File: config.mk
export PLATFORM = sky130hd
export DESIGN_NAME = c_comment_string_blanker
export DESIGN_NICKNAME = d
export VERILOG_FILES = /design/src/hdl/ccsb_pkg.sv /design/src/hdl/ccsb_scanner.sv /design/src/hdl/ccsb_outq.sv /design/src/hdl/c_comment_string_blanker.sv
export SDC_FILE = /design/constraint.sdc
export NUM_CORES = 1
export LEC_CHECK = 0
export BUFFER_PORTS_ARGS = -buffer_cell sky130_fd_sc_hd__buf_4
export CORE_MARGIN = 2
export CORE_UTILIZATION = 60
export DETAILED_ROUTE_END_ITERATION = 8
export GPL_TIMING_DRIVEN = 0
export HOLD_SLACK_MARGIN = 0.08
export PLACE_DENSITY = 0.77
export RECOVER_POWER = 50
export SYNTH_ARGS = -nofsm -noshare
export SYNTH_HDL_FRONTEND = slang
export SYNTH_HIERARCHICAL = 1
export SYNTH_SLANG_ARGS = --single-unit
export TNS_END_PERCENT = 30
File: constraint.sdc
create_clock -name clk -period 7.3 [get_ports clk]
set_input_delay 1.46 -clock clk [delete_from_list [all_inputs] [get_ports clk]]
set_output_delay 1.46 -clock clk [all_outputs]
set_load 0.05 [all_outputs]
File: src/hdl/ccsb_pkg.sv
// ----------------------------------------------------------------------------
// ccsb_pkg
// Shared types and character constants for the C comment and string blanker.
// ----------------------------------------------------------------------------
package ccsb_pkg;

  // Character codes that steer the scanner.
  localparam logic [7:0] CH_SLASH  = 8'h2F;
  localparam logic [7:0] CH_STAR   = 8'h2A;
  localparam logic [7:0] CH_DQUOTE = 8'h22;
  localparam logic [7:0] CH_SQUOTE = 8'h27;
  localparam logic [7:0] CH_BSLASH = 8'h5C;
  localparam logic [7:0] CH_NL     = 8'h0A;
  localparam logic [7:0] CH_SPACE  = 8'h20;

  // Output queue geometry. The depth must stay a power of two so that the
  // pointers wrap on their own.
  localparam int QDEPTH = 4;
  localparam int QPTR_W = $clog2(QDEPTH);
  localparam int QCNT_W = $clog2(QDEPTH + 1);

  // Scanner mode.
  typedef enum logic [2:0] {
    MODE_NORMAL = 3'd0,
    MODE_LINE   = 3'd1,
    MODE_BLOCK  = 3'd2,
    MODE_STR    = 3'd3,
    MODE_CHR    = 3'd4
  } mode_t;

  // One output byte with its end-of-text flag.
  typedef struct packed {
    logic       last;
    logic [7:0] data;
  } out_item_t;

  // What one input byte produces: zero, one or two output bytes.
  typedef struct packed {
    logic [1:0] count;
    out_item_t  item0;
    out_item_t  item1;
  } step_result_t;

endpackage

File: src/hdl/ccsb_scanner.sv
// ----------------------------------------------------------------------------
// ccsb_scanner
// Scan state and per-byte decode: turns one source byte into up to two
// cleaned bytes and updates the mode on each transfer.
// ----------------------------------------------------------------------------
module ccsb_scanner (
  input  logic                  clk,
  input  logic                  rst,
  input  logic                  step,
  input  logic [7:0]            text_byte,
  input  logic                  is_final,
  output ccsb_pkg::step_result_t result
);
  import ccsb_pkg::*;

  mode_t mode, mode_next;
  logic  slash_held, slash_held_next;
  logic  star_seen, star_seen_next;
  logic  escape_open, escape_open_next;

  logic [7:0] quote;
  logic [7:0] blank_or_nl;
  logic       norm_emit;
  mode_t      norm_mode;
  logic       norm_esc;
  logic [1:0] count;
  logic [7:0] byte0, byte1;

  // Helpers shared by several modes.
  assign quote       = (mode == MODE_STR) ? CH_DQUOTE : CH_SQUOTE;
  assign blank_or_nl = (text_byte == CH_NL) ? CH_NL : CH_SPACE;

  // Handling of a byte as plain text, also used for the byte after a released slash.
  always_comb begin
    norm_emit = !(text_byte == CH_SLASH && !is_final);
    norm_mode = mode;
    norm_esc  = escape_open;
    if (text_byte == CH_DQUOTE) begin
      norm_mode = MODE_STR;
      norm_esc  = 1'b0;
    end else if (text_byte == CH_SQUOTE) begin
      norm_mode = MODE_CHR;
      norm_esc  = 1'b0;
    end
  end

  // Mode decode and the bytes it produces.
  always_comb begin
    mode_next        = mode;
    slash_held_next  = slash_held;
    star_seen_next   = star_seen;
    escape_open_next = escape_open;
    count            = 2'd0;
    byte0            = CH_SPACE;
    byte1            = CH_SPACE;
    unique case (mode)
      MODE_LINE: begin
        count = 2'd1;
        byte0 = blank_or_nl;
        if (text_byte == CH_NL) begin
          mode_next = MODE_NORMAL;
        end
      end
      MODE_BLOCK: begin
        count = 2'd1;
        if (star_seen && text_byte == CH_SLASH) begin
          star_seen_next = 1'b0;
          mode_next      = MODE_NORMAL;
          byte0          = CH_SPACE;
        end else begin
          star_seen_next = (text_byte == CH_STAR);
          byte0          = blank_or_nl;
        end
      end
      MODE_STR, MODE_CHR: begin
        count = 2'd1;
        priority if (escape_open) begin
          escape_open_next = 1'b0;
          byte0            = blank_or_nl;
        end else if (text_byte == CH_BSLASH) begin
          escape_open_next = 1'b1;
          byte0            = CH_SPACE;
        end else if (text_byte == quote) begin
          mode_next = MODE_NORMAL;
          byte0     = quote;
        end else begin
          byte0 = blank_or_nl;
        end
      end
      default: begin
        // Normal text; the unused mode codes fall here as well.
        if (slash_held) begin
          slash_held_next = 1'b0;
          if (text_byte == CH_SLASH) begin
            mode_next = MODE_LINE;
            count     = 2'd2;
          end else if (text_byte == CH_STAR) begin
            mode_next      = MODE_BLOCK;
            star_seen_next = 1'b0;
            count          = 2'd2;
          end else begin
            // The held slash was no comment: release it, then the new byte unless it is held.
            byte0            = CH_SLASH;
            byte1            = text_byte;
            count            = norm_emit ? 2'd2 : 2'd1;
            slash_held_next  = !norm_emit;
            mode_next        = norm_mode;
            escape_open_next = norm_esc;
          end
        end else begin
          byte0            = text_byte;
          count            = norm_emit ? 2'd1 : 2'd0;
          slash_held_next  = !norm_emit;
          mode_next        = norm_mode;
          escape_open_next = norm_esc;
        end
      end
    endcase
    // The last byte of a text returns everything to the start state.
    if (is_final) begin
      mode_next        = MODE_NORMAL;
      slash_held_next  = 1'b0;
      star_seen_next   = 1'b0;
      escape_open_next = 1'b0;
    end
  end

  // Result bundle; the end flag goes on the last byte produced.
  always_comb begin
    result.count      = count;
    result.item0.data = byte0;
    result.item0.last = is_final && (count == 2'd1);
    result.item1.data = byte1;
    result.item1.last = is_final && (count == 2'd2);
  end

  // State registers, updated on each input transfer.
  always_ff @(posedge clk) begin
    if (rst) begin
      mode        <= MODE_NORMAL;
      slash_held  <= 1'b0;
      star_seen   <= 1'b0;
      escape_open <= 1'b0;
    end else if (step) begin
      mode        <= mode_next;
      slash_held  <= slash_held_next;
      star_seen   <= star_seen_next;
      escape_open <= escape_open_next;
    end
  end

`ifndef SYNTH
  // A pending slash only exists in normal text.
  a_slash_mode: assert property (@(posedge clk) disable iff (rst)
    slash_held |-> (mode == MODE_NORMAL))
    else $error("slash held outside normal text");

  // A seen star only exists inside a block comment.
  a_star_mode: assert property (@(posedge clk) disable iff (rst)
    star_seen |-> (mode == MODE_BLOCK))
    else $error("star flag outside block comment");

  // An open escape only exists inside a literal.
  a_esc_mode: assert property (@(posedge clk) disable iff (rst)
    escape_open |-> (mode == MODE_STR || mode == MODE_CHR))
    else $error("escape open outside literal");

  // The last byte of a text leaves the scanner in its start state.
  a_final_reset: assert property (@(posedge clk) disable iff (rst)
    (step && is_final) |=> (mode == MODE_NORMAL && !slash_held && !escape_open))
    else $error("state not cleared after final byte");
`endif

endmodule

File: src/hdl/ccsb_outq.sv
// ----------------------------------------------------------------------------
// ccsb_outq
// Small output queue: takes up to two bytes per cycle and gives one per
// transfer on the output stream.
// ----------------------------------------------------------------------------
module ccsb_outq (
  input  logic                   clk,
  input  logic                   rst,
  input  ccsb_pkg::step_result_t push,
  output logic                   has_room,
  output logic                   m_tvalid,
  input  logic                   m_tready,
  output logic [7:0]             m_tdata,   // [7:0] clean_byte
  output logic                   m_tlast    // end_of_text
);
  import ccsb_pkg::*;

  out_item_t           entries [QDEPTH];
  logic [QPTR_W-1:0]   wr_ptr, rd_ptr;
  logic [QCNT_W-1:0]   count, count_next;
  logic                pop;
  logic [QPTR_W-1:0]   wr_ptr_1;

  // Room for a full two-byte step, whatever the output side does.
  assign has_room = (count <= QCNT_W'(QDEPTH - 2));

  assign m_tvalid = (count != '0);
  assign m_tdata  = entries[rd_ptr].data;
  assign m_tlast  = entries[rd_ptr].last;
  assign pop      = m_tvalid && m_tready;
  assign wr_ptr_1 = wr_ptr + QPTR_W'(1);

  // Occupancy after this cycle's writes and read.
  always_comb begin
    count_next = count + QCNT_W'(push.count) - QCNT_W'(pop);
  end

  // Queue storage.
  always_ff @(posedge clk) begin
    if (push.count != 2'd0) begin
      entries[wr_ptr] <= push.item0;
    end
    if (push.count == 2'd2) begin
      entries[wr_ptr_1] <= push.item1;
    end
  end

  // Pointers and occupancy.
  always_ff @(posedge clk) begin
    if (rst) begin
      wr_ptr <= '0;
      rd_ptr <= '0;
      count  <= '0;
    end else begin
      wr_ptr <= wr_ptr + QPTR_W'(push.count);
      if (pop) begin
        rd_ptr <= rd_ptr + QPTR_W'(1);
      end
      count <= count_next;
    end
  end

`ifndef SYNTH
  // Writes only arrive when there is room for two bytes.
  a_push_room: assert property (@(posedge clk) disable iff (rst)
    (push.count != 2'd0) |-> has_room)
    else $error("queue written without room");

  // The queue never holds more than its depth.
  a_no_overflow: assert property (@(posedge clk) disable iff (rst)
    count <= QCNT_W'(QDEPTH))
    else $error("queue overflow");

  // Read and write pointers stay apart by exactly the occupancy while the queue is not full.
  a_ptr_gap: assert property (@(posedge clk) disable iff (rst)
    (count < QCNT_W'(QDEPTH)) |-> (QPTR_W'(wr_ptr - rd_ptr) == count[QPTR_W-1:0]))
    else $error("queue pointers inconsistent with count");
`endif

endmodule

File: src/hdl/c_comment_string_blanker.sv
// Output: a byte shows on m_tdata in the cycle after its transfer when the queue is empty;
//   a slash in normal text is held until the next byte (or is released at once if final).
// Throughput: one input byte per cycle while s_tready is high; the output port moves one
//   byte per cycle while m_tready is high; a four-entry queue absorbs two-byte steps.
// Reset: synchronous, active high; clears the scan mode, all flags and the output queue.
// ----------------------------------------------------------------------------
// c_comment_string_blanker
// Replaces C comments and the insides of string and character literals with
// spaces, keeping newlines and quote delimiters; it takes one source byte per transfer.
// ----------------------------------------------------------------------------
module c_comment_string_blanker (
  input  logic       clk,
  input  logic       rst,
  input  logic       s_tvalid,
  output logic       s_tready,
  input  logic [7:0] s_tdata,   // [7:0] text_byte
  input  logic       s_tlast,   // is_final
  output logic       m_tvalid,
  input  logic       m_tready,
  output logic [7:0] m_tdata,   // [7:0] clean_byte
  output logic       m_tlast    // end_of_text
);
  import ccsb_pkg::*;

  step_result_t result, push;
  logic         step;
  logic         has_room;

  assign s_tready = has_room;
  assign step     = s_tvalid && s_tready;

  // Only a real transfer writes into the queue.
  always_comb begin
    push = result;
    if (!step) begin
      push.count = 2'd0;
    end
  end

  ccsb_scanner u_scanner (
    .clk       (clk),
    .rst       (rst),
    .step      (step),
    .text_byte (s_tdata),
    .is_final  (s_tlast),
    .result    (result)
  );

  ccsb_outq u_outq (
    .clk      (clk),
    .rst      (rst),
    .push     (push),
    .has_room (has_room),
    .m_tvalid (m_tvalid),
    .m_tready (m_tready),
    .m_tdata  (m_tdata),
    .m_tlast  (m_tlast)
  );

endmodule
==> results.cfg, run 1 <==
[outcome]
outcome = complete, but fails checks
violations = max-capacitance violations, max-slew violations

[worst_hold_path]
hp-class = flip-flop to flip-flop

[timing]
max_freq_mhz = 187
tightest_slew_ns = 1.63
finalHoldViolCount = 0
setup_violations = 0
finClkSkew_ns = 0.00700
slew_headroom = -0.0989
period_share = 0.731
setup_tns_ns = 0
holdWs_ns = 0.487
setup_slack_ns = 1.96
min_period_ns = 5.34
grt_setup_unrepaired = false
final_max_slew_viol_count = 10

[finish]
fillCellCount = 401
seqCellArea_um2 = 1380
multiInputGateArea_um2 = 1670
fin_cells = 373
drive_gt1_frac = 0.264
n_antenna_cell = 0
stdcell_area_um2 = 3470
postLayoutCoreUtil = 0.680
area_growth_pct = 8.87
num-nets-final = 320

[floorplan]
die_y_um = 76.9
row_count = 26
start_util = 0.624
core_area_um2 = 5110
dieArea_um2 = 5910
io_pins = 24
die_w_um = 76.9

[synthesis]
ys_types = 59
ys_top_cells_by_area = edfxtp_1 (34%), mux2_2 (14%), dfxtp_1 (9.4%)
synth_async_sr_flop_share = 0
yosysTopAreaCell = edfxtp_1
synth_top_area_frac = 0.339
yosysMostFrequentCell = mux2_2
synth_edf_count = 36
avgSynthCellArea_um2 = 11.6
yosysWarnings = 6
ys_seq_elements = 51
syn-num-nets = 294
synthCells = 276
ys_dominant_reg_cell = edfxtp_1
syn_area_um2 = 3190
yosysSeqAreaShare = 0.433
synth_commonest_cells = mux2_2 (39), edfxtp_1 (36), nor2_1 (20)

[power_and_ir_drop]
leakage_nw = 1.20
power.density_nw_per_um2 = 261
irDropWorstVdd_v = 0.000236
fin_total_pwr_mw = 0.905

[routing]
drt_iter0_drc = 97
vias = 2324
avgRoutedWirePerCell_um = 18.5
antenna_left = 0
drc = 0
wl_um = 6890
firstDrtPassIters = 4
viasPerCell = 6.23

[global_routing]
grt-ovfl-total = 0
gr-usage-all-layers = 0.248
grt_pass1_wl_um = 11400
grt_pass1_vias = 2282
antenna_found_initial = 0
grt_max_degree = 18

[placed_design]
placed_cells = 365
postPlaceCellArea_um2 = 3420
dp_hpwl_um = 4860
place_congestion = 0.953
pre_cts_slack_ns = 2.53
io_buffers = 19

[clock_network]
cts_hold_buf = 0
root_buffer = clkbuf_8
clock_path_buffers = 2
postCtsSetupBuffers = 0
cts_buffers = 5
clock_sinks = 51
cts_resized = 0
cts_tree = built
path_clk_slew_ns = 0.09
clkLatencyLatePin_ns = 0.31
cts_max_level = 2

[worst_setup_path]
slowest_stage = nor4b_1
criticalPathCategory = input pin to flip-flop
critPathRequiredTime_ns = 7.23
critPathArrivalTime_ns = 5.27
slowest_delay_ns = 1.36
endpoint_kind = flip-flop
cp-start-kind = input pin
cp_max_fo = 9
cp_cell_sequence = clkbuf_1, nor4b_1, nand2_4, nor2_1, a21oi_1, and3_1, clkbuf_1, or3b_2, a21oi_1

[run]
maxCapViolCount = 1
## layer usage
| metal | GRT usage | up-vias | share of wire |
|---|---|---|---|
| met3 | 0.0424 | 23 | 0.058 |
| met1 | 0.325 | 1115 | 0.43 |
| met4 | 0.104 | 0 | 0.035 |
| li1 | - | 1096 | - |
| met2 | 0.408 | 90 | 0.47 |
| met5 | 0 | - | 0 |
## placed cells by master (no fill, tap or decap), types with 3 or more instances in the layout
master    count
a21oi_1      11
and2_1        7
and3_1        8
buf_2         3
buf_4         7
clkbuf_1     25
clkbuf_8      5
dfxtp_1      15
edfxtp_1     36
ha_1          4
inv_1        12
mux2_2       38
mux2i_1       3
mux4_2        9
nand2_1      10
nand2b_1      4
nand3_1       6
nand4_1       3
nor2_1       20
nor2b_1       7
nor4bb_1      3
o21ai_0       5
or3b_2        3
xnor2_1       3
## critical path: cells and delay by family
kind            cells  cell delay [ns]
compound gates      2             0.96
buf+inv             2             0.34
simple gates        5             2.51
## sequential cells by signal, summed over array words and instances, names as in the netlist, named ones only
name and cells:
u_outq/wr_ptr 2, u_outq/entries 36, u_outq/rd_ptr 2, u_outq/count 3, u_scanner/star_seen 1, u_scanner/escape_open 1
u_scanner/slash_held 1, u_scanner/mode 3
## kinds of logic after synthesis
| family | synth area share |
|---|---|
| and+or+nand+nor | 0.182 |
| muxes | 0.211 |
| DFF | 0.433 |
| AOI/OAI and AO/OA | 0.0918 |
| buffers and inverters | 0.0381 |
| xor gates and xnor gates | 0.0224 |
| adders and majority gates | 0.0220 |
## path summary, 6_finish.rpt
| check | startpoint | to | slack (ns) | cells after the start |
|---|---|---|---|---|
| worst max register to register | u_scanner/mode[2] | u_outq/entries[2][1] | 3.34 | 10 |
| worst min register to register | u_scanner/star_seen | u_scanner/star_seen | 0.49 | 2 |
| worst min-delay path | u_scanner/star_seen | u_scanner/star_seen | 0.49 | 2 |
| worst max-delay path | s_tdata[7] | u_outq/entries[2][1] | 1.96 | 9 |
## where the power goes
| part | leakage, nW | internal, mW | switching [mW] |
|---|---|---|---|
| logic | 0.697 | 0.117 | 0.215 |
| clock network | 0.0548 | 0.103 | 0.0973 |
| registers | 0.452 | 0.356 | 0.0168 |
| total | 1.20 | 0.576 | 0.329 |
## layout make-up
class / count / share of cell area
inverter: 12 / 0.0130
tap: 70 / 0.0252
timing repair buffer: 19 / 0.0292
clock buffer: 5 / 0.0198
multi-input combinational: 195 / 0.481
clock inverter: 3 / 0.0133
buffer: 18 / 0.0205
sequential: 51 / 0.398
Note: power is estimated with default switching activity, not from simulation.
==> run 2: changes to the inputs <==
--- a/config.mk
+++ b/config.mk
@@ -7,11 +7,11 @@
 export LEC_CHECK = 0
 export BUFFER_PORTS_ARGS = -buffer_cell sky130_fd_sc_hd__buf_4
 export CORE_MARGIN = 2
-export CORE_UTILIZATION = 60
+export CORE_UTILIZATION = 54
 export DETAILED_ROUTE_END_ITERATION = 8
 export GPL_TIMING_DRIVEN = 0
 export HOLD_SLACK_MARGIN = 0.08
-export PLACE_DENSITY = 0.77
+export PLACE_DENSITY = 0.73
 export RECOVER_POWER = 50
 export SYNTH_ARGS = -nofsm -noshare
 export SYNTH_HDL_FRONTEND = slang
==> constraint.sdc (replaced) <==
create_clock -name clk -period 4.3 [get_ports clk]
set_input_delay 0.86 -clock clk [delete_from_list [all_inputs] [get_ports clk]]
set_output_delay 0.86 -clock clk [all_outputs]
set_load 0.05 [all_outputs]
==> run 2 against run 1 <==
Against the previous run:
- largest power group unchanged
- design area hardly changed
- the flow now finishes without violations
- sequential power increased by 70%
- utilization decreased by 6.1 points
- clock skew decreased by 0.0026 ns
- critical path depth unchanged
- routed wire length increased by 0.64%
- first-iteration DRC count increased by 57%
- sequential share of layout area barely moved
- hold slack worse by 0.00063 ns
- count of clock-buffer cells in the layout increased by 1
==> results.cfg, run 2 (same netlist as run 1, synthesis figures left out) <==
[outcome]
outcome = complete, no violations

[worst_setup_path]
critPathRequiredTime_ns = 4.22
reg2reg_depth = 10
path_buf_inv = 2
critPathArrivalTime_ns = 3.94
cp_cell_sequence = clkbuf_1, nor4b_4, nand2_1, nor2_1, a21oi_1, and3_1, buf_2, or3b_2, a21oi_1
slowest_stage = a21oi_1
path_depth = 9
endpoint_kind = flip-flop
crit_top_cell = a21oi_1
slowest_delay_ns = 0.87
crit_family = simple AND/OR/NAND/NOR gates
cp-start-kind = input pin
cp_max_fo = 9
criticalPathCategory = input pin to flip-flop

[routing]
vias = 2333
drt_iter0_drc = 152
wl_um = 6930
antenna_left = 0
avgRoutedWirePerCell_um = 18.5
firstDrtPassIters = 5
drc = 0
viasPerCell = 6.24

[placed_design]
postPlaceCellArea_um2 = 3420
place_congestion = 0.925
pre_cts_slack_ns = 0.108
io_buffers = 19
dp_hpwl_um = 4860

[power_and_ir_drop]
leakage_nw = 1.20
irDropWorstVdd_v = 0.000328
power.density_nw_per_um2 = 438

[clock_network]
cts_hold_buf = 0
cts_resized = 0
cts_max_level = 2
path_clk_slew_ns = 0.09
clkLatencyLatePin_ns = 0.30
postCtsSetupBuffers = 0
cts_buffers = 5
root_buffer = clkbuf_8
clock_path_buffers = 2
cts_tree = built
clock_sinks = 51

[floorplan]
start_util = 0.568
die_w_um = 80.8
row_count = 27
io_pins = 24
core_area_um2 = 5610
die_y_um = 80.8
dieArea_um2 = 6530

[timing]
setup_violations = 0
finalHoldViolCount = 0
final_max_slew_viol_count = 0
holdWs_ns = 0.487
slew_headroom = 0.216
finClkSkew_ns = 0.00435
period_share = 0.934
setup_slack_ns = 0.282
grt_setup_unrepaired = false
setup_tns_ns = 0
max_freq_mhz = 249
tightest_slew_ns = 1.18
min_period_ns = 4.02

[run]
maxCapViolCount = 0

[finish]
final_cell_mix = mux2_2 (37), edfxtp_1 (36), clkbuf_1 (26)
postLayoutCoreUtil = 0.619
area_growth_pct = 8.83
num-nets-final = 320
largest_reg_flops = 36
regMostFlops = u_outq/entries
drive_gt1_frac = 0.258
n_antenna_cell = 0
stdcell_area_um2 = 3470
final_common_cell = mux2_2
reg_top3 = u_outq/entries x36, u_outq/count x3, u_scanner/mode x3
fillCellCount = 481

[worst_hold_path]
worstHoldPathCells = 2
hp-class = flip-flop to flip-flop

[global_routing]
antenna_found_initial = 0
grt-ovfl-total = 0
use_met3 = 0.0400
met2_usage = 0.389
grt_pass1_vias = 2246
grt_max_degree = 16
grt_pass1_wl_um = 11300
grt_most_used_layer = met2
gr-usage-all-layers = 0.230
groute.layer.met1.usage = 0.313
[run 2: power breakdown]
group,switching (mW),total (mW),internal (mW)
registers,0.0285,0.632,0.604
logic,0.364,0.562,0.198
clock network,0.153,0.324,0.171
[run 2: area by class of cell]
class	instances	area (um2)	area share
multi-input combinational	195	1680	0.484
inverter	12	45.0	0.0130
timing repair buffer	19	101	0.0292
clock buffer	6	72.6	0.0209
buffer	18	71.3	0.0206
tap	72	90.1	0.0260
clock inverter	1	30.0	0.00865
sequential	51	1380	0.398
[run 2: final timing paths]
kind | startpoint | to | slack (ns)
worst max-delay path | s_tdata[7] | u_outq/entries[2][0] | 0.28
worst min-delay path | u_scanner/star_seen | u_scanner/star_seen | 0.49
worst max register to register | u_scanner/mode[2] | u_outq/entries[2][0] | 0.40
worst min register to register | u_scanner/star_seen | u_scanner/star_seen | 0.49
[run 2: stage by stage]
| step | power (mW) | instances |
|---|---|---|
| finish | 1.52 | 374 |
| global route | 1.60 | 374 |
| CTS | 1.57 | 374 |
| detailed placement | 1.25 | 367 |
| global placement | 1.24 | 367 |
| floorplan | 1.10 | 276 |
[run 2: worst reg2reg max path: cells and delay by family (launching register included)]
family          cells  cell delay, ns
simple gates        3            0.88
flops               1            0.36
xor+xnor            1            0.49
buf+inv             4            0.87
compound gates      2            0.93
[run 2: routing by layer]
layer,part of all wire,up-vias
li1,-,1102
met1,0.44,1131
met2,0.48,92
met3,0.070,8
met4,0.0074,0
met5,0,-
